File: src/hw/rtl/bbrw_pkg.sv
// ----------------------------------------------------------------------------
// bbrw_pkg
// Types, constants and helpers of the RGB box blur.
// ----------------------------------------------------------------------------
package bbrw_pkg;

    localparam int MAX_WIDTH  = 1024;
    localparam int MAX_HEIGHT = 1024;
    localparam int RADIUS     = 3;

    localparam int RING    = 2 * RADIUS + 1;
    localparam int LINE_W  = (MAX_WIDTH > 2 * RADIUS) ? MAX_WIDTH : RING;
    localparam int DEPTH   = RING * LINE_W;
    localparam int ADDR_W  = $clog2(DEPTH);
    localparam int SLOT_W  = (RING > 1) ? $clog2(RING) : 1;
    localparam int COL_W   = $clog2(LINE_W);
    localparam int ROW_W   = $clog2(MAX_HEIGHT);
    localparam int W_W     = $clog2(LINE_W + 1);
    localparam int H_W     = $clog2(MAX_HEIGHT + 1);
    localparam int D_W     = $clog2(RADIUS * LINE_W + RADIUS + 2);
    localparam int DIM_W   = 11;
    localparam int POS_W   = 10;
    localparam int PIX_W   = 24;
    localparam int CH_W    = 8;
    localparam int WIN     = RING * RING;
    localparam int CNT_W   = $clog2(WIN + 1);
    localparam int SUM_W   = $clog2(WIN * 255 + 1);
    localparam int STEP_W  = $clog2(SUM_W);
    localparam int CFG_IDX_W = 1;

    localparam logic [DIM_W-1:0] CFG_W_RST = DIM_W'(320);
    localparam logic [DIM_W-1:0] CFG_H_RST = DIM_W'(200);

    typedef enum logic [CFG_IDX_W-1:0] {
        CFG_FRAME_WIDTH  = 1'b0,
        CFG_FRAME_HEIGHT = 1'b1
    } t_cfg_idx;

    typedef enum logic {
        CMD_PIXEL = 1'b0,
        CMD_FLUSH = 1'b1
    } t_cmd;

    typedef enum logic [2:0] {
        B_IDLE,
        B_SCAN,
        B_DRAIN,
        B_DIV,
        B_HOLD
    } t_bstate;

    typedef struct packed {
        logic             command;
        logic [PIX_W-1:0] pixel_color;
    } t_in_beat;

    typedef struct packed {
        logic [PIX_W-1:0] blurred_color;
        logic [POS_W-1:0] out_column;
        logic [POS_W-1:0] out_row;
        logic             frame_done;
    } t_out_beat;

    typedef struct packed {
        logic [ROW_W-1:0]  er;
        logic [COL_W-1:0]  ec;
        logic [ROW_W-1:0]  r0;
        logic [ROW_W-1:0]  r1;
        logic [COL_W-1:0]  c0;
        logic [COL_W-1:0]  c1;
        logic [SLOT_W-1:0] slot0;
        logic              last;
    } t_job;

    typedef struct packed {
        logic valid;
        t_job job;
    } t_queue;

    typedef struct packed {
        logic scan_busy;
        logic pop;
    } t_back_status;

    function automatic logic [W_W-1:0] clamp_w(input logic [DIM_W-1:0] v);
        if (int'(v) < RING) begin
            return W_W'(RING);
        end else if (int'(v) > LINE_W) begin
            return W_W'(LINE_W);
        end
        return W_W'(v);
    endfunction

    function automatic logic [H_W-1:0] clamp_h(input logic [DIM_W-1:0] v);
        logic [H_W-1:0] t;
        t = (int'(v) < RING) ? H_W'(RING) : H_W'(v);
        if (int'(v) < RING && RING > MAX_HEIGHT) begin
            t = H_W'(MAX_HEIGHT);
        end else if (int'(v) > MAX_HEIGHT) begin
            t = H_W'(MAX_HEIGHT);
        end
        return t;
    endfunction

    function automatic logic [ADDR_W-1:0] line_addr(input logic [SLOT_W-1:0] s,
                                                     input logic [COL_W-1:0] c);
        return ADDR_W'(s) * ADDR_W'(LINE_W) + ADDR_W'(c);
    endfunction

endpackage

File: src/hw/rtl/bbrw_back.sv
// ----------------------------------------------------------------------------
// bbrw_back
// Sums one window from the line store, divides and presents the result.
// ----------------------------------------------------------------------------
module bbrw_back (
    input  logic                        i_clk,
    input  logic                        i_rst_n,
    input  bbrw_pkg::t_queue            i_queue,
    output bbrw_pkg::t_back_status      o_status,
    output logic                        o_rd_en,
    output logic [bbrw_pkg::ADDR_W-1:0] o_rd_addr,
    input  logic [bbrw_pkg::PIX_W-1:0]  i_rd_data,
    output logic                        o_out_valid,
    output bbrw_pkg::t_out_beat         o_out_data,
    input  logic                        i_out_stall
);

    bbrw_pkg::t_bstate           r_state, n_state;
    bbrw_pkg::t_job              r_job;
    logic [bbrw_pkg::ROW_W-1:0]  r_row;
    logic [bbrw_pkg::COL_W-1:0]  r_col;
    logic [bbrw_pkg::SLOT_W-1:0] r_slot;
    logic                        r_rd_vld;
    logic [bbrw_pkg::SUM_W-1:0]  r_sum [3];
    logic [bbrw_pkg::CNT_W-1:0]  r_rem [3];
    logic [bbrw_pkg::CNT_W-1:0]  r_cnt;
    logic [bbrw_pkg::STEP_W-1:0] r_step;
    logic                        r_out_valid;
    bbrw_pkg::t_out_beat         r_out_data;

    logic                        pop, load_out;
    logic [bbrw_pkg::CNT_W:0]    trial [3];
    logic                        qbit [3];
    logic [bbrw_pkg::CH_W-1:0]   chan [3];

    always_comb begin
        n_state  = r_state;
        pop      = 1'b0;
        load_out = 1'b0;
        case (r_state)
            bbrw_pkg::B_IDLE: begin
                if (i_queue.valid) begin
                    pop     = 1'b1;
                    n_state = bbrw_pkg::B_SCAN;
                end
            end
            bbrw_pkg::B_SCAN: begin
                if (r_col == r_job.c1 && r_row == r_job.r1) begin
                    n_state = bbrw_pkg::B_DRAIN;
                end
            end
            bbrw_pkg::B_DRAIN: n_state = bbrw_pkg::B_DIV;
            bbrw_pkg::B_DIV: begin
                if (r_step == bbrw_pkg::STEP_W'(bbrw_pkg::SUM_W - 1)) begin
                    n_state = bbrw_pkg::B_HOLD;
                end
            end
            bbrw_pkg::B_HOLD: begin
                if (!r_out_valid || !i_out_stall) begin
                    load_out = 1'b1;
                    n_state  = bbrw_pkg::B_IDLE;
                end
            end
            default: n_state = bbrw_pkg::B_IDLE;
        endcase
    end

    assign o_status.scan_busy = (r_state == bbrw_pkg::B_SCAN);
    assign o_status.pop       = pop;
    assign o_rd_en   = (r_state == bbrw_pkg::B_SCAN);
    assign o_rd_addr = bbrw_pkg::line_addr(r_slot, r_col);

    assign chan[0] = i_rd_data[23:16];
    assign chan[1] = i_rd_data[15:8];
    assign chan[2] = i_rd_data[7:0];

    always_comb begin
        for (int k = 0; k < 3; k++) begin
            trial[k] = {r_rem[k], r_sum[k][bbrw_pkg::SUM_W-1]};
            qbit[k]  = trial[k] >= (bbrw_pkg::CNT_W + 1)'(r_cnt);
        end
    end

    always_ff @(posedge i_clk) begin
        if (!i_rst_n) begin
            r_state     <= bbrw_pkg::B_IDLE;
            r_rd_vld    <= 1'b0;
            r_out_valid <= 1'b0;
        end else begin
            r_state  <= n_state;
            r_rd_vld <= (r_state == bbrw_pkg::B_SCAN);
            if (load_out) begin
                r_out_valid <= 1'b1;
            end else if (!i_out_stall) begin
                r_out_valid <= 1'b0;
            end
        end
    end

    always_ff @(posedge i_clk) begin
        if (pop) begin
            r_job  <= i_queue.job;
            r_row  <= i_queue.job.r0;
            r_col  <= i_queue.job.c0;
            r_slot <= i_queue.job.slot0;
            r_cnt  <= '0;
            for (int k = 0; k < 3; k++) begin
                r_sum[k] <= '0;
            end
        end
        if (r_state == bbrw_pkg::B_SCAN) begin
            if (r_col == r_job.c1) begin
                r_col  <= r_job.c0;
                r_row  <= r_row + bbrw_pkg::ROW_W'(1);
                r_slot <= (r_slot == bbrw_pkg::SLOT_W'(bbrw_pkg::RING - 1))
                        ? '0 : r_slot + bbrw_pkg::SLOT_W'(1);
            end else begin
                r_col <= r_col + bbrw_pkg::COL_W'(1);
            end
        end
        if (r_rd_vld) begin
            r_cnt <= r_cnt + bbrw_pkg::CNT_W'(1);
            for (int k = 0; k < 3; k++) begin
                r_sum[k] <= r_sum[k] + bbrw_pkg::SUM_W'(chan[k]);
            end
        end
        if (r_state == bbrw_pkg::B_DRAIN) begin
            r_step <= '0;
            for (int k = 0; k < 3; k++) begin
                r_rem[k] <= '0;
            end
        end
        if (r_state == bbrw_pkg::B_DIV) begin
            r_step <= r_step + bbrw_pkg::STEP_W'(1);
            for (int k = 0; k < 3; k++) begin
                r_rem[k] <= qbit[k]
                          ? bbrw_pkg::CNT_W'(trial[k] - (bbrw_pkg::CNT_W + 1)'(r_cnt))
                          : bbrw_pkg::CNT_W'(trial[k]);
                r_sum[k] <= {r_sum[k][bbrw_pkg::SUM_W-2:0], qbit[k]};
            end
        end
        if (load_out) begin
            r_out_data.blurred_color <= {r_sum[0][bbrw_pkg::CH_W-1:0],
                                         r_sum[1][bbrw_pkg::CH_W-1:0],
                                         r_sum[2][bbrw_pkg::CH_W-1:0]};
            r_out_data.out_column    <= bbrw_pkg::POS_W'(r_job.ec);
            r_out_data.out_row       <= bbrw_pkg::POS_W'(r_job.er);
            r_out_data.frame_done    <= r_job.last;
        end
    end

    assign o_out_valid = r_out_valid;
    assign o_out_data  = r_out_data;

endmodule

File: config.mk
export PLATFORM = sky130hd
export DESIGN_NAME = bbrw_back
export DESIGN_NICKNAME = d
export VERILOG_FILES = /design/src/hw/rtl/bbrw_pkg.sv /design/src/hw/rtl/bbrw_back.sv
export SDC_FILE = /design/constraint.sdc
export NUM_CORES = 1
export LEC_CHECK = 0
export BUFFER_PORTS_ARGS = -buffer_cell sky130_fd_sc_hd__buf_2
export CAP_MARGIN = 40
export CORE_ASPECT_RATIO = 0.8
export CORE_UTILIZATION = 45
export DETAILED_ROUTE_END_ITERATION = 6
export GPL_ROUTABILITY_DRIVEN = 0
export GPL_TIMING_DRIVEN = 0
export PLACE_DENSITY_LB_ADDON = 0.2
export SETUP_SLACK_MARGIN = 0.2
export SLEW_MARGIN = 20
export SYNTH_ARGS = -nofsm -noshare
export SYNTH_HDL_FRONTEND = slang
export SYNTH_SLANG_ARGS = --single-unit
File: constraint.sdc
create_clock -name i_clk -period 5.4 [get_ports i_clk]
set_clock_uncertainty 0.2 [all_clocks]
set_input_delay 0.81 -clock i_clk [delete_from_list [all_inputs] [get_ports i_clk]]
set_output_delay 0.81 -clock i_clk [all_outputs]
set_load 0.05 [all_outputs]
-- Yosys cells after proc, flatten, opt, wreduce, memory -nomap -nowiden
Memories as Yosys holds them, arrays and structs flattened.
Cells that the tools add are included.
- logic and storage cells: 111
- output and inout bits: 62
- input port bits: 92
- flip-flop bits (word level): 134
- memories: 2
- RAM bits: 60
- memory list (name ; depth ; bits a word ; read ports ; clocked after Yosys merged registers in ; write ports ; line ; source):
    r_sum ; 3 ; 14 ; 3 ; 0 ; 3 ; bbrw_back.sv:24 ; logic [bbrw_pkg::SUM_W-1:0] r_sum [3];
    r_rem ; 3 ; 6 ; 3 ; 0 ; 3 ; bbrw_back.sv:25 ; logic [bbrw_pkg::CNT_W-1:0] r_rem [3];
- reductions and logical operators: 9
- add/sub/neg operators: 12
- $lt $le $gt $ge: 3
- equality and inequality tests: 13
- bitwise operators: 9
- muxes and demuxes: 45
- operators with widths (kind ; number):
    $mux W14 ; 6
    $mux W10 ; 6
    $mux W6 ; 8
    $add A14 B8 Y14 ; 3
    $mux W3 ; 8
    $ge A7 B6 Y1 ; 3
    $add A10 B1 Y10 const B ; 2
    $eq A10 B10 Y1 ; 2
    $sub A6 B6 Y6 ; 3
    $pmux W3 S5 ; 1
    $mux W1 ; 14
    $add A13 B10 Y13 ; 1
    $or A1 B1 Y1 ; 9
    $mux W4 ; 2
    $add A6 B1 Y6 const B ; 1
    $eq A3 B2 Y1 const B ; 2
    $eq A3 B3 Y1 const B ; 2
    $ne A2 B2 Y1 const B ; 3
    $reduce_bool A2 Y1 ; 3
    $add A4 B1 Y4 const B ; 1
    $eq A4 B4 Y1 const B ; 1
    $ne A2 B1 Y1 const B ; 2
    $reduce_and A4 Y1 ; 1
    $add A3 B1 Y3 const B ; 1
    5 further kinds ; 6

-- Depth between registers and ports, before layout
- word-level depth: 6
- depth in mapped cells: 9
- mapped depth without buffers: 9

-- Worst setup path after synthesis
OpenSTA, ideal clock, no wires.
- kind: input to output
- from: input port i_queue[64] (netlist name)
- to: output port o_status[0] (netlist name)
- path slack: 1.541 ns
- cell stages on the path: 5
- data required time: 4.390 ns
- arrival: 2.849 ns
- buffers on the path: 2
- cell sequence: nand2b_1 > or3_1 > clkbuf_1 > clkinv_1 > buf_4
- cells in the longest elaborated chain, start to end: 2
- RTL lines (item ; line ; source):
    start, declared ; bbrw_back.sv:8 ; input bbrw_pkg::t_queue i_queue,
    $mux W1 ; bbrw_back.sv:42 ; if (i_queue.valid) begin
    $mux W1 ; bbrw_back.sv:40 ; case (r_state)
    end, declared ; bbrw_back.sv:9 ; output bbrw_pkg::t_back_status o_status,
Every way passes these cells.

-- Final worst setup path
- from: register r_state[0]
- to: output port o_status[0] (netlist name)
- cells in the longest elaborated chain, start to end: 2
- RTL lines (item ; line ; source):
    start, declared ; bbrw_back.sv:18 ; bbrw_pkg::t_bstate r_state, n_state;
    start signal, assigned ; bbrw_back.sv:86 ; r_state <= bbrw_pkg::B_IDLE;
    start signal, assigned ; bbrw_back.sv:90 ; r_state <= n_state;
    $logic_not A3 Y1 ; bbrw_back.sv:40 ;
    $mux W1 ; bbrw_back.sv:40 ;
Every way passes these cells.

==> metrics.log <==
[metrics] result of the run: finished, violations left
[metrics] violated checks: design-rule violations
[metrics] CTS buffer count: 17
[metrics] Post-DP HPWL: 15400 um
[metrics] buffers added on ports: between 150 and 200
[metrics] netlist area before placement: 9730 um^2
[metrics] setup TNS after final layout: 0 ns
[metrics] overall via count from detail_route: 6938
[metrics] Max H-tree Level: 4
[metrics] WP data arrival: around 2.6 ns
[metrics] commonest cells in the synthesized netlist: edfxtp_1, nand2_1, o21ai_0
[metrics] Antenna Diode Count: 0
[metrics] Detail Route Antenna Nets: 0
[metrics] post-CTS repair timing setup buffer count: 0
[metrics] kind of end point of the critical path: primary output
[metrics] source-to-sink clock delay at the later pin of the worst-skew pair: 0.44 ns
[metrics] width of the die: 166 um
[metrics] router iterations before antenna repair: 7
[metrics] post-layout util: 55.4%
[metrics] via/cell ratio: 5.42
[metrics] category of the worst setup path launch point: flip-flop
[metrics] worst setup slack before clock tree synthesis: 1.90 ns
[metrics] Starting Density: 46.5%
[metrics] maximum number of pins on one net before global-route repair: 43
[metrics] Nets: roughly 1100
[metrics] Routed wire per std cell: around 17 um
[metrics] height of the die: between 100 and 150 um
[metrics] Setup Viol. Count Final: 0
[metrics] leak pwr: about 0.0045 uW
[metrics] wire length on met3: 932 um
[metrics] number of remaining DRC errors: 12
[metrics] maximum clock frequency: approximately 280 MHz
[metrics] count of mapped cells out of synthesis: 824
[metrics] fraction of layout cells with a size suffix above 1: 21.2%
[metrics] mean instance size in the synthesized netlist: 11.8 um^2
[metrics] DRT met1 WL: 11000 um
[metrics] Peak VDD IR: 0.224 mV
[metrics] global-route congestion overflow total: 0
[metrics] Synth Net Count: about 970
[metrics] CTS-repair resized insts: 0
[metrics] post-route clock period utilization: 66.1%
[metrics] Tightest Pin Transition: 0.708 ns
[metrics] Placed Area: 10900 um^2
[metrics] detailed router's first-iteration violation count: 497
[metrics] final hold viol count: 0
[metrics] clock transition at the registers of the reported paths: 0.08 ns
[metrics] clock period minus worst slack: 3.57 ns
[metrics] largest fanout on the critical path: 35
[metrics] most instantiated library cell after synthesis: edfxtp_1
[metrics] power per cell area: 326 nW/um^2
[metrics] synth top area cells: edfxtp_1, ha_1, o21ai_0, dfxtp_1, nand2_1
[metrics] Seq/Total Area, Yosys: 58.0%
[metrics] Synth area leader: edfxtp_1
[metrics] Rel. slew slack: 52.7%
[metrics] setup repair after global routing missed its margin: false
[metrics] hold buffer count at cts: 0
[metrics] Core Rows: 47
[metrics] number of maximum-capacitance constraint violations: 0
[metrics] CTS Root Cell: clkbuf_16
[metrics] Cell variety after synth: between 60 and 70
[metrics] GRT Total Usage: around a fifth
[metrics] total routed wirelength: ~21000 um
[metrics] highest routed layer: met4
[metrics] die area: roughly 22000 um^2
[metrics] total length of routed met2 wires: 9180 um
[metrics] Layout area overhead: 19.1%
[metrics] ys flop type: edfxtp_1
[metrics] Max Root-Sink Buffers: 2
[metrics] required time reported for the critical path endpoint: 4.39 ns
[metrics] area share of the largest cell type after synthesis: 54.3%
[metrics] number of enable flip-flop cells after synthesis: 176
[metrics] CTS tree: done
[metrics] Final Cell Area: between 10000 and 15000 um^2
[metrics] number of antenna violations at the first check in global routing: 0
[metrics] class of the most critical setup path: flip-flop to primary output
[metrics] vias in the first global route: 6540
[metrics] wire length of the first global-routing pass: 34600 um
[metrics] Ports: 154
[metrics] Hold WC Path Type: flip-flop to flip-flop
[metrics] share of synthesized registers carrying an async set or reset: 0%
[metrics] number of synthesized register bits: 194
[metrics] post-layout worst setup margin: 1.83 ns
[metrics] count of yosys warnings during synthesis: 0
[metrics] number of pins with negative max-slew slack in the final report: 0
[metrics] # clock sinks: 194
[metrics] total core area: 20900 um^2
==> final timing paths <==
path	startpoint	to	slack, ns	cells past startpoint
worst min register to register	r_job[58]	o_out_data[5]	0.22	0
worst max register to register	r_state[1]	r_sum[0][23]	2.28	5
worst max-delay path	r_state[0]	o_status[0]	1.83	7
worst min-delay path	r_job[58]	o_out_data[5]	0.22	0
==> routing by layer <==
layer	up-vias	track usage, %
li1	3427	-
met5	-	0
met3	17	3.74
met1	3314	29.9
met2	180	29.2
met4	0	4.58
==> worst max-delay path, cell delays in order (launching register included) <==
cell and delay (ns):
dfxtp_1 0.49, nand2b_1 0.17, or3_1 0.10, clkbuf_1 0.21, clkinv_2 0.42, buf_12 0.34
buf_4 0.15, buf_2 0.20
==> area by class of cell <==
cell class / instances / area, um^2
Clock inverter: 15 / 225
Tap cell: 269 / 337
Inverter: 31 / 119
Buffer: 28 / 118
Sequential cell: 194 / 5650
Timing Repair Buffer: 156 / 841
Multi-Input combinational cell: 571 / 3880
Fill cell: 1849 / 9340
Clock buffer: 17 / 425
==> through the flow <==
| step | hold WS [ns] | power [uW] | instances |
|---|---|---|---|
| 2_1_floorplan | 0.200 | 2280 | 824 |
| 3_3_place_gp | 0.200 | 2440 | 1246 |
| 3_5_place_dp | 0.205 | 2450 | 1249 |
| 4_1_cts | 0.222 | 3800 | 1281 |
| 5_1_grt | 0.232 | 3940 | 1281 |
| 6_report | 0.222 | 3780 | 1281 |
==> power breakdown <==
group	internal, uW	leakage (uW)	total (uW)	switching, uW
Sequential	1750	0.00183	1830	86.0
Clock	690	0.000312	1360	668
Combinational	231	0.00231	587	356
==> sequential cells by signal (all words and copies together) (netlist names) <==
name and count:
r_step 4, r_slot 3, r_state 3, r_cnt 6
r_row 10, r_rd_vld 1, o_out_valid 1, r_rem 18
r_sum 42, r_job 51, r_col 10, o_out_data 45
==> placed cells by master (no fill, tap or decap), types with 17 or more instances in the layout <==
master	netlist	routed
ha_1	47	47
inv_1	28	28
o21ai_0	78	78
dfxtp_1	18	18
xor2_1	30	30
nand3_1	23	22
nand2_1	88	88
clkbuf_1	17	17
a21oi_1	34	33
edfxtp_1	176	176
nor2b_1	19	18
nor2_1	58	58
buf_2	4	157
xnor2_1	35	35
clkbuf_16	0	17
==> cell families (layout without fill, tap and decap cells) <==
kind of cell | after synthesis | after routing | share of synthesized area, %
buf+inv | 59 | 247 | 2.42
xor+xnor | 65 | 65 | 5.85
fa+ha+maj | 53 | 53 | 7.28
flops | 194 | 194 | 58.0
simple gates | 249 | 249 | 12.6
mux | 12 | 12 | 1.25
compound gates | 192 | 192 | 12.6
Note: power is estimated with default switching activity, not from simulation.
