[src/hw/rtl/bbrw_pkg.sv]
// ----------------------------------------------------------------------------
// bbrw_pkg
// Types, constants and helpers of the RGB box blur.
// ----------------------------------------------------------------------------
package bbrw_pkg;

    localparam int MAX_WIDTH  = 1024;
    localparam int MAX_HEIGHT = 1024;
    localparam int RADIUS     = 3;

    localparam int RING    = 2 * RADIUS + 1;
    localparam int LINE_W  = (MAX_WIDTH > 2 * RADIUS) ? MAX_WIDTH : RING;
    localparam int DEPTH   = RING * LINE_W;
    localparam int ADDR_W  = $clog2(DEPTH);
    localparam int SLOT_W  = (RING > 1) ? $clog2(RING) : 1;
    localparam int COL_W   = $clog2(LINE_W);
    localparam int ROW_W   = $clog2(MAX_HEIGHT);
    localparam int W_W     = $clog2(LINE_W + 1);
    localparam int H_W     = $clog2(MAX_HEIGHT + 1);
    localparam int D_W     = $clog2(RADIUS * LINE_W + RADIUS + 2);
    localparam int DIM_W   = 11;
    localparam int POS_W   = 10;
    localparam int PIX_W   = 24;
    localparam int CH_W    = 8;
    localparam int WIN     = RING * RING;
    localparam int CNT_W   = $clog2(WIN + 1);
    localparam int SUM_W   = $clog2(WIN * 255 + 1);
    localparam int STEP_W  = $clog2(SUM_W);
    localparam int CFG_IDX_W = 1;

    localparam logic [DIM_W-1:0] CFG_W_RST = DIM_W'(320);
    localparam logic [DIM_W-1:0] CFG_H_RST = DIM_W'(200);

    typedef enum logic [CFG_IDX_W-1:0] {
        CFG_FRAME_WIDTH  = 1'b0,
        CFG_FRAME_HEIGHT = 1'b1
    } t_cfg_idx;

    typedef enum logic {
        CMD_PIXEL = 1'b0,
        CMD_FLUSH = 1'b1
    } t_cmd;

    typedef enum logic [2:0] {
        B_IDLE,
        B_SCAN,
        B_DRAIN,
        B_DIV,
        B_HOLD
    } t_bstate;

    typedef struct packed {
        logic             command;
        logic [PIX_W-1:0] pixel_color;
    } t_in_beat;

    typedef struct packed {
        logic [PIX_W-1:0] blurred_color;
        logic [POS_W-1:0] out_column;
        logic [POS_W-1:0] out_row;
        logic             frame_done;
    } t_out_beat;

    typedef struct packed {
        logic [ROW_W-1:0]  er;
        logic [COL_W-1:0]  ec;
        logic [ROW_W-1:0]  r0;
        logic [ROW_W-1:0]  r1;
        logic [COL_W-1:0]  c0;
        logic [COL_W-1:0]  c1;
        logic [SLOT_W-1:0] slot0;
        logic              last;
    } t_job;

    typedef struct packed {
        logic valid;
        t_job job;
    } t_queue;

    typedef struct packed {
        logic scan_busy;
        logic pop;
    } t_back_status;

    function automatic logic [W_W-1:0] clamp_w(input logic [DIM_W-1:0] v);
        if (int'(v) < RING) begin
            return W_W'(RING);
        end else if (int'(v) > LINE_W) begin
            return W_W'(LINE_W);
        end
        return W_W'(v);
    endfunction

    function automatic logic [H_W-1:0] clamp_h(input logic [DIM_W-1:0] v);
        logic [H_W-1:0] t;
        t = (int'(v) < RING) ? H_W'(RING) : H_W'(v);
        if (int'(v) < RING && RING > MAX_HEIGHT) begin
            t = H_W'(MAX_HEIGHT);
        end else if (int'(v) > MAX_HEIGHT) begin
            t = H_W'(MAX_HEIGHT);
        end
        return t;
    endfunction

    function automatic logic [ADDR_W-1:0] line_addr(input logic [SLOT_W-1:0] s,
                                                     input logic [COL_W-1:0] c);
        return ADDR_W'(s) * ADDR_W'(LINE_W) + ADDR_W'(c);
    endfunction

endpackage

[src/hw/rtl/bbrw_front.sv]
// ----------------------------------------------------------------------------
// bbrw_front
// Accepts beats, writes pixels to the line store and queues window jobs.
// ----------------------------------------------------------------------------
module bbrw_front (
    input  logic                            i_clk,
    input  logic                            i_rst_n,
    input  logic                            i_in_valid,
    input  bbrw_pkg::t_in_beat              i_in_data,
    output logic                            o_in_stall,
    input  logic                            i_cfg_we,
    input  logic [bbrw_pkg::CFG_IDX_W-1:0]  i_cfg_idx,
    input  logic [bbrw_pkg::DIM_W-1:0]      i_cfg_data,
    input  bbrw_pkg::t_back_status          i_back,
    output bbrw_pkg::t_queue                o_queue,
    output logic                            o_wr_en,
    output logic [bbrw_pkg::ADDR_W-1:0]     o_wr_addr,
    output logic [bbrw_pkg::PIX_W-1:0]      o_wr_data
);

    logic [bbrw_pkg::DIM_W-1:0]  r_cfg_w, r_cfg_h;
    logic [bbrw_pkg::W_W-1:0]    r_act_w;
    logic [bbrw_pkg::H_W-1:0]    r_act_h;
    logic [bbrw_pkg::COL_W-1:0]  r_in_col, r_em_col;
    logic [bbrw_pkg::ROW_W-1:0]  r_in_row, r_em_row;
    logic [bbrw_pkg::SLOT_W-1:0] r_in_slot, r_em_slot;
    logic                        r_done;
    logic [bbrw_pkg::D_W-1:0]    r_diff;
    bbrw_pkg::t_queue            r_q;

    logic                        accept, is_pix, is_fl, latch, emit_now;
    logic [bbrw_pkg::W_W-1:0]    eff_w;
    logic [bbrw_pkg::H_W-1:0]    eff_h;
    logic [bbrw_pkg::D_W-1:0]    diff_p, thr;
    logic                        in_col_wrap, in_row_wrap, em_col_wrap;
    bbrw_pkg::t_job              job;

    assign o_in_stall = r_q.valid || i_back.scan_busy;
    assign accept     = i_in_valid && !o_in_stall;
    assign is_pix = accept && (i_in_data.command == bbrw_pkg::CMD_PIXEL) && !r_done;
    assign is_fl  = accept && (i_in_data.command == bbrw_pkg::CMD_FLUSH) && r_done;
    assign latch  = is_pix && (r_in_row == '0) && (r_in_col == '0);
    assign eff_w  = latch ? bbrw_pkg::clamp_w(r_cfg_w) : r_act_w;
    assign eff_h  = latch ? bbrw_pkg::clamp_h(r_cfg_h) : r_act_h;

    assign diff_p = is_pix ? r_diff + bbrw_pkg::D_W'(1) : r_diff;
    assign thr    = bbrw_pkg::D_W'(eff_w) * bbrw_pkg::D_W'(bbrw_pkg::RADIUS)
                  + bbrw_pkg::D_W'(bbrw_pkg::RADIUS);
    assign emit_now = is_fl || (is_pix && (diff_p > thr));

    assign in_col_wrap = (bbrw_pkg::W_W'(r_in_col) + bbrw_pkg::W_W'(1)) >= eff_w;
    assign in_row_wrap = (bbrw_pkg::H_W'(r_in_row) + bbrw_pkg::H_W'(1)) >= eff_h;
    assign em_col_wrap = (bbrw_pkg::W_W'(r_em_col) + bbrw_pkg::W_W'(1)) >= eff_w;

    always_comb begin
        job.er = r_em_row;
        job.ec = r_em_col;
        job.r0 = (r_em_row > bbrw_pkg::ROW_W'(bbrw_pkg::RADIUS))
               ? r_em_row - bbrw_pkg::ROW_W'(bbrw_pkg::RADIUS) : '0;
        job.r1 = ((bbrw_pkg::H_W + 1)'(r_em_row) + (bbrw_pkg::H_W + 1)'(bbrw_pkg::RADIUS)
                  < (bbrw_pkg::H_W + 1)'(eff_h))
               ? bbrw_pkg::ROW_W'(r_em_row + bbrw_pkg::ROW_W'(bbrw_pkg::RADIUS))
               : bbrw_pkg::ROW_W'(eff_h - bbrw_pkg::H_W'(1));
        job.c0 = (r_em_col > bbrw_pkg::COL_W'(bbrw_pkg::RADIUS))
               ? r_em_col - bbrw_pkg::COL_W'(bbrw_pkg::RADIUS) : '0;
        job.c1 = ((bbrw_pkg::W_W + 1)'(r_em_col) + (bbrw_pkg::W_W + 1)'(bbrw_pkg::RADIUS)
                  < (bbrw_pkg::W_W + 1)'(eff_w))
               ? bbrw_pkg::COL_W'(r_em_col + bbrw_pkg::COL_W'(bbrw_pkg::RADIUS))
               : bbrw_pkg::COL_W'(eff_w - bbrw_pkg::W_W'(1));
        if (r_em_row > bbrw_pkg::ROW_W'(bbrw_pkg::RADIUS)) begin
            job.slot0 = (r_em_slot >= bbrw_pkg::SLOT_W'(bbrw_pkg::RADIUS))
                      ? r_em_slot - bbrw_pkg::SLOT_W'(bbrw_pkg::RADIUS)
                      : r_em_slot + bbrw_pkg::SLOT_W'(bbrw_pkg::RING - bbrw_pkg::RADIUS);
        end else begin
            job.slot0 = '0;
        end
        job.last = (bbrw_pkg::H_W'(r_em_row) == eff_h - bbrw_pkg::H_W'(1))
                && (bbrw_pkg::W_W'(r_em_col) == eff_w - bbrw_pkg::W_W'(1));
    end

    assign o_wr_en   = is_pix;
    assign o_wr_addr = bbrw_pkg::line_addr(r_in_slot, r_in_col);
    assign o_wr_data = i_in_data.pixel_color;
    assign o_queue   = r_q;

    always_ff @(posedge i_clk) begin
        if (!i_rst_n) begin
            r_cfg_w   <= bbrw_pkg::CFG_W_RST;
            r_cfg_h   <= bbrw_pkg::CFG_H_RST;
            r_act_w   <= bbrw_pkg::clamp_w(bbrw_pkg::CFG_W_RST);
            r_act_h   <= bbrw_pkg::clamp_h(bbrw_pkg::CFG_H_RST);
            r_in_col  <= '0;
            r_in_row  <= '0;
            r_in_slot <= '0;
            r_em_col  <= '0;
            r_em_row  <= '0;
            r_em_slot <= '0;
            r_done    <= 1'b0;
            r_diff    <= '0;
            r_q.valid <= 1'b0;
        end else begin
            if (i_cfg_we) begin
                case (i_cfg_idx)
                    bbrw_pkg::CFG_FRAME_WIDTH:  r_cfg_w <= i_cfg_data;
                    bbrw_pkg::CFG_FRAME_HEIGHT: r_cfg_h <= i_cfg_data;
                    default: ;
                endcase
            end
            if (latch) begin
                r_act_w <= eff_w;
                r_act_h <= eff_h;
            end
            if (i_back.pop) begin
                r_q.valid <= 1'b0;
            end
            r_diff <= diff_p;
            if (is_pix) begin
                if (in_col_wrap) begin
                    r_in_col <= '0;
                    if (in_row_wrap) begin
                        r_in_row  <= '0;
                        r_in_slot <= '0;
                        r_done    <= 1'b1;
                    end else begin
                        r_in_row  <= r_in_row + bbrw_pkg::ROW_W'(1);
                        r_in_slot <= (r_in_slot == bbrw_pkg::SLOT_W'(bbrw_pkg::RING - 1))
                                   ? '0 : r_in_slot + bbrw_pkg::SLOT_W'(1);
                    end
                end else begin
                    r_in_col <= r_in_col + bbrw_pkg::COL_W'(1);
                end
            end
            if (emit_now) begin
                r_q.valid <= 1'b1;
                r_q.job   <= job;
                r_diff    <= diff_p - bbrw_pkg::D_W'(1);
                if (job.last) begin
                    r_in_col  <= '0;
                    r_in_row  <= '0;
                    r_in_slot <= '0;
                    r_em_col  <= '0;
                    r_em_row  <= '0;
                    r_em_slot <= '0;
                    r_done    <= 1'b0;
                    r_diff    <= '0;
                end else if (em_col_wrap) begin
                    r_em_col  <= '0;
                    r_em_row  <= r_em_row + bbrw_pkg::ROW_W'(1);
                    r_em_slot <= (r_em_slot == bbrw_pkg::SLOT_W'(bbrw_pkg::RING - 1))
                               ? '0 : r_em_slot + bbrw_pkg::SLOT_W'(1);
                end else begin
                    r_em_col <= r_em_col + bbrw_pkg::COL_W'(1);
                end
            end
        end
    end

endmodule

[config.mk]
export PLATFORM = sky130hd
export DESIGN_NAME = bbrw_front
export DESIGN_NICKNAME = d
export VERILOG_FILES = /design/src/hw/rtl/bbrw_pkg.sv /design/src/hw/rtl/bbrw_front.sv
export SDC_FILE = /design/constraint.sdc
export NUM_CORES = 1
export LEC_CHECK = 0
export BUFFER_PORTS_ARGS = -buffer_cell sky130_fd_sc_hd__clkbuf_2
export CAP_MARGIN = 30
export CORE_AREA = 2 2 197 160
export DETAILED_ROUTE_END_ITERATION = 8
export DIE_AREA = 0 0 199 162
export PLACE_DENSITY = 0.69
export REMOVE_ABC_BUFFERS = 1
export SYNTH_ARGS = -nofsm -noshare
export SYNTH_HDL_FRONTEND = slang
export SYNTH_SLANG_ARGS = --single-unit
[constraint.sdc]
create_clock -name i_clk -period 10.69 [get_ports i_clk]
set_input_delay 0.5345 -clock i_clk [delete_from_list [all_inputs] [get_ports i_clk]]
set_output_delay 0.5345 -clock i_clk [all_outputs]
set_load 0.005 [all_outputs]
### Word-level counts from Yosys, hierarchy flattened

Index checks and enable logic that the tools add are counted.
Widths: inputs -> output; s select.

| operators by class | value |
|---|---|
| bitwise logic cells | 2 |
| mux-type cells | 47 |
| div/mod/pow operators | 0 |
| multiply operators | 1 |
| order comparisons | 13 |
| equality and inequality tests | 4 |
| reduce and logical (&&, ||, !) cells | 21 |
| $add $sub $neg | 23 |
| shifts and indexed selects | 0 |

Operators by type and width:

| kind | count |
|---|---|
| $mux 10 | 17 |
| $mux 11 | 7 |
| $mux 65 | 1 |
| $add 10x1->10 const B | 4 |
| $mux 12 | 3 |
| $add 10x1->11 const B | 3 |
| $ge 11x11->1 | 3 |
| $mux 3 | 11 |
| $add 10x2->11 const B | 2 |
| $eq 10x11->1 | 2 |
| $gt 11x11->1 const B | 2 |
| $lt 11x11->1 | 2 |
| $lt 11x3->1 const B | 2 |
| $sub 11x1->11 const B | 2 |
| $add 10x2->10 const B | 2 |
| $gt 10x2->1 const B | 2 |
| $logic_not 10->1 | 2 |
| $sub 10x2->10 const B | 2 |
| $add 13x10->13 | 1 |
| $add 12x1->12 const B | 1 |
| $add 12x2->12 const B | 1 |
| $gt 12x12->1 | 1 |
| $mul 11x2->12 const B | 1 |
| $sub 12x1->12 const B | 1 |
| 12 further kinds | 36 |

| storage, ports and cells | value |
|---|---|
| input bits | 43 |
| word-level logic and storage cells | 132 |
| memory bits (read-only) | 0 |
| memory bits (writable) | 0 |
| bits in latches | 0 |
| memories kept | 0 |
| register bits | 168 |
| output and inout port bits | 104 |

### Depth between registers and ports, before layout

| depth | value |
|---|---|
| depth after elaboration | 14 |
| mapped depth | 34 |

### Worst setup path before layout

OpenSTA, ideal clock, no wires.

| path | value |
|---|---|
| path type | reg2reg |
| from | reg r_in_col[0] (netlist bit) |
| to | reg r_q, in the netlist o_queue[0], enable pin |
| data arrival time | 6.923 ns |
| clock period less this slack | 7.341 ns |
| path buffers | 6 |
| data required time | 10.272 ns |
| path slack | 3.349 ns |
| stages on the path, launching flop included | 32 |
| cell sequence | dfxtp_1 inv_1 ha_1 nor4bb_1 and3_1 clkbuf_1 nand2_1 clkbuf_1 clkbuf_1 buf_2 clkbuf_1 clkbuf_1 a21oi_1 ha_1 ha_1 a21o_1 a21oi_1 o21ai_0 a21oi_1 o21bai_1 a21oi_1 o21bai_1 a21oi_1 xor2_1 ha_1 nand4_1 nor2_1 o21a_1 o31ai_1 nand2_1 nand2_1 inv_1 |

| on the way | value |
|---|---|
| longest elaborated chain between the ends | 9 |

RTL lines:

| element | RTL line | text |
|---|---|---|
| start, declared | bbrw_front.sv:24 | `logic [bbrw_pkg::COL_W-1:0] r_in_col, r_em_col;` |
| start signal, assigned | bbrw_front.sv:130 | `r_in_col <= r_in_col + bbrw_pkg::COL_W'(1);` |
| $logic_not 10->1 | bbrw_front.sv:42 | `assign latch = is_pix && (r_in_row == '0) && (r_in_col == '0);` |
| $logic_and 1x1->1 | bbrw_front.sv:42 |  |
| $mux 11 | bbrw_front.sv:43 | `assign eff_w = latch ? bbrw_pkg::clamp_w(r_cfg_w) : r_act_w;` |
| $mul 11x2->12 | bbrw_front.sv:47 | `assign thr = bbrw_pkg::D_W'(eff_w) * bbrw_pkg::D_W'(bbrw_pkg::RADIUS)` |
| $add 12x2->12 | bbrw_front.sv:48 | `+ bbrw_pkg::D_W'(bbrw_pkg::RADIUS);` |
| $gt 12x12->1 | bbrw_front.sv:49 | `assign emit_now = is_fl \|\| (is_pix && (diff_p > thr));` |
| $logic_and 1x1->1 | bbrw_front.sv:49 |  |
| $logic_or 1x1->1 | bbrw_front.sv:49 |  |
| $reduce_and 2->1 (no line) | n/a |  |
| end, declared | bbrw_front.sv:29 | `bbrw_pkg::t_queue r_q;` |

No other way between the ends.
A chain may end at the register's enable or synchronous reset.

### Worst setup path after layout

| path | value |
|---|---|
| from | reg r_in_col[4] (netlist bit) |
| to | reg r_q, in the netlist o_queue[31], enable pin |

Same word-level chain as after synthesis.

==> impl_results.md <==
- Max Clk Rate: 0.129 GHz
- Dpl cells: 1794
- Fin worst setup slack: between 2000 and 3000 ps
- Number of global-route vias before repair: approximately 9400
- Mux share of post-synthesis cell area: about 3%
- Initial antenna violation count: 0
- Total GRT Usage: 21.3%
- Die width: 199 um
- # H-tree levels: 4
- First-pass GRT wire length: between 50000 and 60000 um
- Die ar.: 32200 um2
- Tmin final: roughly 7800 ps
- Slew Viols, Final: 0
- Initial drt markers: about 1100
- PostCTS Resize Cnt: 0
- CP Capture Type: register
- Area Growth Syn to Fin: 10.1%
- Top cells by area, synth: dfxtp_1, edfxtp_1, ha_1, xnor2_1, nand2_1
- CP max FO: between 60 and 70
- Kind of critical path: reg -> reg
- Clk root buf: clkbuf_16
- Setup TNS: 0 ps
- XOR/XNOR Fraction of Synth Area: under 10%
- DP Area: 12600 um2
- Clk pin slew, worst setup/hold paths: 70 ps
- Sequential-to-total area share from yosys stat: 33.3%
- Worst-Margin Slew: 961 ps
- Post-synth EDFFs: 64
- FILL cells: 2915
- Die H: between 150 and 200 um
- Leak pwr: 5.63 nW
- Post-synth top cells: nand2_1, ha_1, dfxtp_1, nor2_1, a21oi_1
- Congestion Overflow GR: 0
- Vias per inst: approximately 5.6
- Synth Flop Type: dfxtp_1
- Synth warn: 0
- N_diodes: 0
- FF+latch count, synth: roughly 170
- Syn avg cell area: 8.81 um2
- Later-pin clock latency in the skew report: ~450 ps
- Worst vdd ir: 0.0844 mV
- Clock Path Buffers: 2
- Core area: between 30000 and 40000 um2
- Type of the most critical hold path: in -> reg
- Main combinational cell family by area after synthesis: simple AND/OR/NAND/NOR gates
- Simple logic cell fraction of the synthesized area: 20.9%
- Post-layout util: 43.8%
- Compound-Gate Fraction of Synth Area: 15.2%
- Slew margin rel.: 35.4%
- Startpoint types: register
- Setup Skew: 13.8 ps
- # rows: between 50 and 60
- Adder-Cell Fraction of Synth Area: 11.8%
- Finished Layout Cells: 1827
- Largest net degree at the start of global routing: 65
- Distinct cells, synth: 80
- Clock net sink count: 168
- Top-area cell type share of the netlist area: 17.3%
- # nets final: 1557
- Final setup fails: 0
- Hold buffers post-CTS: 0
- Run status: finished, final reports clean
- Crit path arrival time: 7830 ps
- Pre-CTS setup slack: 3040 ps
- Pwr Density: 110 nW/um2
- Drt first pass iters: 5
- Port bufs: 98
- Share of layout cells above drive strength 1: between 15 and 20%
- Final worst path period share: 72.6%
- Routed Antenna Nets: 0
- Final hold slack: 339 ps
- Max-cap viol count: 0
- Most common cell in the netlist: nand2_1
- Syn Inst Count: roughly 1400
- Dpl hpwl: between 20000 and 30000 um
- Final count of hold timing violations: 0
- Postcts setup bufs: 0
- Final Power: 1.45 mW
- Non-Filler Cell Area, Final: 13200 um2
- Wire per inst: 18.6 um
- CTS tree: done
- Via Count: around 10000
- DR DRC count: 0
- Initial Util: 39.8%
- Asr flop ratio synth: 0%
- Total CTS buffers: 17
- Wirelength, routed: 33900 um
- GP Congestion: 0.920
- RSZ-0062 raised after global routing: false
- Synth area leader: dfxtp_1
- Synth Cell Area: 12000 um2
- R2R Setup Slk: 2930 ps
- WP data required: ~11000 ps
- Ports: 147
[cell type report]
cell class                      count  area, um2  share of cell area, %
Multi-Input combinational cell   1037       7280                   55.1
Sequential cell                   168       4000                   30.3
Timing Repair Buffer              112        597                   4.51
Inverter                           65        244                   1.85
Tap cell                          413        517                   3.91
Clock buffer                       18        439                   3.32
Clock inverter                     14        139                   1.05
[logic make-up (layout without fill, tap and decap cells)]
kind of cell / Yosys count / count (layout)
compound gates: 277 / 277
xor+xnor: 126 / 126
fa+ha+maj: 113 / 113
buf+inv: 159 / 209
flops: 168 / 168
mux: 34 / 34
simple gates: 487 / 487
[critical path, cell delays in order, from the launching register on]
cell      delay [ps]
dfxtp_1          370
nor4_1           560
nand3_1          670
nor2_1           350
mux2i_1          810
ha_1             390
ha_1             330
a21o_1           180
a21oi_1          210
o21ai_0          120
a21oi_1          230
o21bai_1          90
a21oi_1          210
o21bai_1          80
a21oi_1          170
xor2_1           170
ha_1             260
a21o_1           160
a21oi_1          140
inv_1             70
o31ai_1          530
nand2_1          510
nand2_1          310
inv_2             40
buf_4            330
[state kept, by name, indices dropped and copies added, names as in the netlist]
signal	cells
r_in_col	10
r_em_slot	3
r_em_col	10
r_cfg_h	11
r_cfg_w	11
r_done	1
r_act_h	11
r_in_slot	3
r_diff	12
r_em_row	10
r_act_w	11
o_queue	65
r_in_row	10
[layout by cell type, fill, tap and decap left out, types with 10 or more instances in the layout]
cell type	synthesis	final
a21oi_1	82	82
a21oi_2	12	12
and3_1	29	29
buf_4	25	12
clkbuf_16	0	17
clkbuf_2	1	98
dfxtp_1	104	104
edfxtp_1	64	64
ha_1	113	113
inv_1	62	61
mux2_2	17	17
mux2i_1	17	17
nand2_1	127	127
nand3_1	31	31
nand3b_1	13	13
nand4_1	29	29
nor2_1	100	100
nor2_2	30	30
nor2b_1	17	17
nor3_1	32	32
nor4_1	13	13
o211ai_1	10	10
o21a_1	17	17
o21ai_0	63	63
or3_1	17	17
xnor2_1	81	81
xor2_1	40	40
[final timing paths]
| kind | end | start | cells after the start |
|---|---|---|---|
| max | o_queue[31] | r_in_col[4] | 24 |
| min | r_cfg_w[9] | i_cfg_data[9] | 3 |
| max reg2reg | o_queue[31] | r_in_col[4] | 24 |
| min reg2reg | r_cfg_w[5] | r_cfg_w[5] | 2 |
[routing by layer]
metal / vias up / GRT usage, % / routed length [um]
met5: - / 0 / 0
met4: 0 / 4.17 / 318
met3: 23 / 5.11 / 3010
met2: 391 / 30.2 / 14100
met1: 4899 / 32.6 / 16500
li1: 4935 / - / -
[power breakdown]
part | total, mW | switching (mW) | internal, mW
Combinational | 0.149 | 0.0955 | 0.0531
Sequential | 0.675 | 0.00978 | 0.665
Clock | 0.627 | 0.293 | 0.334
Total | 1.45 | 0.398 | 1.05
Power figures use the tool's default switching activity.
